## config.mk

```make
export PLATFORM = sky130hd
export DESIGN_NAME = sem_ctrl
export DESIGN_NICKNAME = d
export VERILOG_FILES = /design/src/sv/sem_pkg.sv /design/src/sv/sem_ctrl.sv
export VERILOG_INCLUDE_DIRS = /design/src /design/src/sv
export SDC_FILE = /design/constraint.sdc
export NUM_CORES = 1
export LEC_CHECK = 0
export ABC_AREA = 0
export BUFFER_PORTS_ARGS = -buffer_cell sky130_fd_sc_hd__buf_2
export CORE_AREA = 2 2 39 41
export CTS_BUF_LIST = sky130_fd_sc_hd__clkbuf_16
export DETAILED_ROUTE_END_ITERATION = 10
export DIE_AREA = 0 0 41 43
export PLACE_DENSITY_LB_ADDON = 0.1
export SYNTH_ARGS = -nofsm -noshare
export SYNTH_HDL_FRONTEND = slang
export SYNTH_SLANG_ARGS = --single-unit
```

## constraint.sdc

```tcl
create_clock -name i_clk -period 1.65 [get_ports i_clk]
set_clock_uncertainty 0.15 [all_clocks]
set_input_delay 0.2475 -clock i_clk [delete_from_list [all_inputs] [get_ports i_clk]]
set_output_delay 0.2475 -clock i_clk [all_outputs]
set_load 0.1 [all_outputs]
```

## src/sv/sobel_edge_magnitude_3x3_macros.svh

```systemverilog
// Assertion macros shared by the Sobel edge magnitude RTL.
// Expects i_clk and i_rst_n in the scope of each use.
`ifndef SOBEL_EDGE_MAGNITUDE_3X3_MACROS_SVH
`define SOBEL_EDGE_MAGNITUDE_3X3_MACROS_SVH

`ifndef SYNTHESIS
// same-cycle implication
`define SEM_ASSERT_IMPL(label, ante, cons) \
    label: assert property (@(posedge i_clk) disable iff (!i_rst_n) (ante) |-> (cons)) \
        else $error("sem assertion failed");
// next-cycle implication
`define SEM_ASSERT_NEXT(label, ante, cons) \
    label: assert property (@(posedge i_clk) disable iff (!i_rst_n) (ante) |=> (cons)) \
        else $error("sem assertion failed");
`else
`define SEM_ASSERT_IMPL(label, ante, cons)
`define SEM_ASSERT_NEXT(label, ante, cons)
`endif

`endif

```

## src/sv/sem_pkg.sv

```systemverilog
// Shared constants and controller/datapath types for the Sobel edge magnitude block.
// No dependencies.
package sem_pkg;

    localparam int MAX_WIDTH  = 1024;
    localparam int COL_W      = $clog2(MAX_WIDTH);
    localparam int PIX_W      = 8;
    localparam int IMG_W_W    = 11;
    localparam int IMG_H_W    = 12;
    localparam int CFG_IDX_W  = 1;
    localparam int CFG_DATA_W = 12;
    localparam int GSUM_W     = 12;
    localparam int GRAD_W     = 9;
    localparam int SQ_W       = 18;

    localparam logic [PIX_W-1:0]      OUTSIDE      = 8'hFF;
    localparam logic [IMG_W_W-1:0]    WIDTH_RESET  = 11'd640;
    localparam logic [IMG_H_W-1:0]    HEIGHT_RESET = 12'd480;
    localparam logic [SQ_W-1:0]       ROOT_START   = 18'h1_0000;

    // register indexes
    localparam logic [CFG_IDX_W-1:0] CFG_IMAGE_WIDTH  = 1'b0;
    localparam logic [CFG_IDX_W-1:0] CFG_IMAGE_HEIGHT = 1'b1;

    typedef struct packed {
        logic capture;
        logic calc;
        logic square;
        logic root_step;
        logic load_out;
    } t_dp_cmd;

    typedef struct packed {
        logic root_last;
        logic out_free;
    } t_dp_sts;

endpackage

```

## src/sv/sem_ctrl.sv

```systemverilog
// Sequencer for one pixel: capture, window sums, squares, root iterations, hand-off.
// Depends on sem_pkg and the macros header.
`include "sobel_edge_magnitude_3x3_macros.svh"

module sem_ctrl (
    input  logic             i_clk,
    input  logic             i_rst_n,
    input  logic             i_in_valid,
    output logic             o_in_ready,
    input  sem_pkg::t_dp_sts i_sts,
    output sem_pkg::t_dp_cmd o_cmd
);

    localparam logic [2:0] S_IDLE   = 3'd0;
    localparam logic [2:0] S_CALC   = 3'd1;
    localparam logic [2:0] S_SQUARE = 3'd2;
    localparam logic [2:0] S_ROOT   = 3'd3;
    localparam logic [2:0] S_DONE   = 3'd4;

    logic [2:0] r_state;
    logic [2:0] n_state;

    always_comb begin
        n_state    = r_state;
        o_in_ready = 1'b0;
        o_cmd      = '0;
        case (r_state)
            S_IDLE: begin
                o_in_ready    = 1'b1;
                o_cmd.capture = i_in_valid;
                if (i_in_valid) begin
                    n_state = S_CALC;
                end
            end
            S_CALC: begin
                o_cmd.calc = 1'b1;
                n_state    = S_SQUARE;
            end
            S_SQUARE: begin
                o_cmd.square = 1'b1;
                n_state      = S_ROOT;
            end
            S_ROOT: begin
                o_cmd.root_step = 1'b1;
                if (i_sts.root_last) begin
                    n_state = S_DONE;
                end
            end
            S_DONE: begin
                o_cmd.load_out = i_sts.out_free;
                if (i_sts.out_free) begin
                    n_state = S_IDLE;
                end
            end
            default: begin
                n_state = S_IDLE;
            end
        endcase
    end

    always_ff @(posedge i_clk) begin
        if (!i_rst_n) begin
            r_state <= S_IDLE;
        end else begin
            r_state <= n_state;
        end
    end

    // root keeps iterating until the final bit position
    `SEM_ASSERT_NEXT(a_root_holds, (r_state == S_ROOT) && !i_sts.root_last, r_state == S_ROOT)
    // a finished pixel never waits once the output register is free
    `SEM_ASSERT_NEXT(a_done_leaves, (r_state == S_DONE) && i_sts.out_free, r_state == S_IDLE)

endmodule

```

* Yosys cells after proc, flatten, opt, wreduce, memory -nomap -nowiden
Index checks and enable logic that the tools add are counted.
** Word-level totals
- Register bits :: 3
- Output and inout port bits :: 6
** Cells by class
- Equality and inequality tests :: 7
- Multiplexer cells :: 10
- Reductions and logical operators :: 2
** Operators with widths (count)
- one-hot mux 3 bit (5 select lines) :: 1
- two-way mux 3 bit :: 3
- == test 3 x 2 -> 1 bit (second input constant) :: 2
- two-way mux 1 bit :: 6
- inequality test 2 bit (second input constant) :: 3
- == test 3 x 1 -> 1 bit (second input constant) :: 1
- == test 3 bit (second input constant) :: 1
- logical NOT 3 bit :: 1
- AND reduction 3 bit :: 1

* Depth between registers and ports, before layout
- Depth after elaboration :: 3
- Depth in mapped cells :: 3
- Depth with buffers taken out :: 2

* Least setup slack after synthesis
Ideal clock, no wire load.
- Path kind :: register to output
- Start :: register r_state[0]
- End :: output port o_cmd[3] (netlist bit)
- Arrival time :: 2.662 ns
- Data required time :: 1.252 ns
- Slack :: -1.409 ns
- Cell stages (with the launch flop) :: 3
- Path buffers :: 1
- Cell sequence :: dfxtp_1 buf_2 nor3b_1
** RTL lines
- start, declared :: RTL line sem_ctrl.sv:20 : logic [2:0] r_state;
- start signal, assigned :: RTL line sem_ctrl.sv:65 : r_state <= n_state;
- end, declared :: RTL line sem_ctrl.sv:11 : output sem_pkg::t_dp_cmd o_cmd

==> flow_summary.toml <==
[setup_path]
crit_required_ns = 1.25
cp_slowest_stage_delay_ns = 0.37
start_kind = "flip-flop"
crit_type = "reg2out"
cp_max_fo = 10
critical_path.slowest_cell = "dfxtp_2"
crit_path_end_kind = "output pin"
worstPathArrival_ns = 1.18
path_cells = "nand2b_4, nor3_4, buf_12"

[cells_and_area]
antennaDiodeCount = 0
area_delta_synth_final_pct = 144
nets = 40
seq_area_um2 = 65.1
n_fill_cell = 144
top_register = "r_state"
multi_input_area_um2 = 165
top_regs = "r_state (3)"
largest_reg_flops = 3
finish.utilization_pct = 34.4
layout-drive-gt1-share_pct = 73.5

[global_routing]
met3_usage_pct = 3.66
grt_pass1_vias = 236
antenna_found_initial = 0
gr-usage-met1_pct = 10.9
grt-ovfl-total = 0
gr-max-usage-layer = "met2"
grt_pass1_wl_um = 1010
grtUsageMet2_pct = 11.3
grt_usage_pct = 8.94
grt_max_degree = 11

[timing]
period_minus_slack_ns = 1.58
setup_viol = 0
hold_slack_ns = 0.147
worst_slack_ns = 0.0740
maxSlewViolCount = 0
period_share_pct = 95.5
fmax_ghz = 0.635
timing_worst_slew_pin_value_ns = 0.224
relSlewSlack_pct = 85.1
fin_setup_tns_ns = 0
rsz0062_at_grt = "false"
hold_viol = 0

[detailed_routing]
first_pass_iters = 2
vias_per_cell = 4.04
wirelength_um = 499
postRouteAntennaNets = 0
wl_per_cell_um = 9.98
num_vias = 202
route.detailed.drc = 0
first_iter_violations = 2

[floorplanning]
ios = 11
die_area_um2 = 1760
core_um2 = 1380
start_util_pct = 14.1
rows = 14
die_height_um = 43
dieWidth_um = 41

[placement]
dpl.hpwl_um = 375
place.gp.congestion = 0.606
pre_cts_slack_ns = 0.180
io_buffers = 10

[pwr]
ir_worst_vdd_uv = 437
powerDensity_nw_per_um2 = 1390
p_leak_nw = 0.197
total_power_uw = 664

[clock_tree]
path_clk_slew_ns = 0.03
cts_hold_buf = 0
cts_max_path_buffers = 2
numCtsBuffers = 3
ctsRootBufferMaster = "clkbuf_16"
insertion_delay_ns = 0.22
cts_setup_buffers = 0
cts_tree = "done"
cts_sinks = 3
cts-htree-levels = 1

[yosys]
yosysWarnings = 0
syn_area_um2 = 195
syn_nets = 27
yosys_register_bits = 3
synth_cell_type_count = 16
avgSynthCellArea_um2 = 8.87
ys_seq_area_share_pct = 30.8
synth_cells = 22

[min_path]
hp-class = "in2reg"

[status]
status = "complete, no violations"

[flow_run]
drv_cap = 0
per-layer routing:
layer / part of all wire, % / vias up
met3: 5.8 / 0
li1: - / 102
met1: 46 / 91
met2: 48 / 9
met4: 0 / 0
met5: 0 / -
placed cells by master, fill, tap and decap left out:
cell type	n
a21bo_2	1
a21boi_1	1
a21oi_1	1
and3_2	2
and3b_2	1
buf_12	6
buf_2	4
buf_4	1
clkbuf_16	3
dfxtp_1	1
dfxtp_2	1
dfxtp_4	1
inv_1	1
nand2b_1	1
nand2b_4	1
nand4b_1	1
nor2_1	1
nor3_1	1
nor3_4	2
nor3b_4	2
or4b_1	1
what timing repair did:
action | CTS | global route
resized for setup | 1 | 1
endpoints found under the setup margin | 4 | 1
pin swaps | 0 | 0
where the power goes:
group / total, mW / leakage (nW) / switching [mW] / internal, mW
sequential: 0.0966 / 0.0256 / 0.0173 / 0.0793
combinational: 0.192 / 0.130 / 0.116 / 0.0763
clock: 0.375 / 0.0423 / 0.0629 / 0.312
worst paths after layout:
| path | cells past startpoint | from | slack, ns | endpoint |
|---|---|---|---|---|
| worst min-delay path | 2 | i_rst_n | 0.15 | r_state[2] |
| worst max-delay path | 3 | r_state[0] | 0.07 | o_cmd[4] |
| worst min register to register | 2 | r_state[0] | 0.44 | r_state[2] |
| worst max register to register | 2 | r_state[1] | 0.38 | r_state[2] |
worst max-delay path: cells and delay by family (launching register included):
| family | cells | cell delay (ns) |
|---|---|---|
| and+or+nand+nor | 2 | 0.38 |
| DFF | 1 | 0.37 |
| buffers and inverters | 1 | 0.20 |
area by class of cell:
| cell class | instances | area share [%] |
|---|---|---|
| multi-input cells | 16 | 34.6 |
| repair buffers | 11 | 31.0 |
| clock buffers | 3 | 15.7 |
| flip-flops and latches | 3 | 13.6 |
| well taps | 16 | 4.20 |
| clock inverters | 1 | 0.787 |
cell families (layout without fill, tap and decap cells):
kind of cell | Yosys count | after routing | share of synthesized area (%)
AOI/OAI and AO/OA | 3 | 3 | 11.5
buffers and inverters | 3 | 15 | 12.2
DFF | 3 | 3 | 30.8
and+or+nand+nor | 13 | 13 | 45.5
synthesized netlist by cell type:
cell type	count	area (µm²)
and3b_2	1	10.0
a21boi_1	1	7.51
nand4b_1	1	8.76
nand2b_1	2	12.5
dfxtp_1	3	60.1
or4b_1	1	10.0
and3_2	1	7.51
nor3_1	3	15.0
a21oi_1	1	5.00
buf_4	1	7.51
buf_6	1	11.3
nor3b_1	2	15.0
a21bo_2	1	10.0
and3_1	1	6.26
buf_2	1	5.00
nor2_1	1	3.75
per-stage QoR:
| step | std cells | cell area, µm² |
|---|---|---|
| after floorplan | 22 | 256 |
| after global placement | 46 | 394 |
| after detailed placement | 46 | 394 |
| after CTS | 50 | 474 |
| after global routing | 50 | 477 |
| final | 50 | 477 |
(Power assumes the default switching activity.)
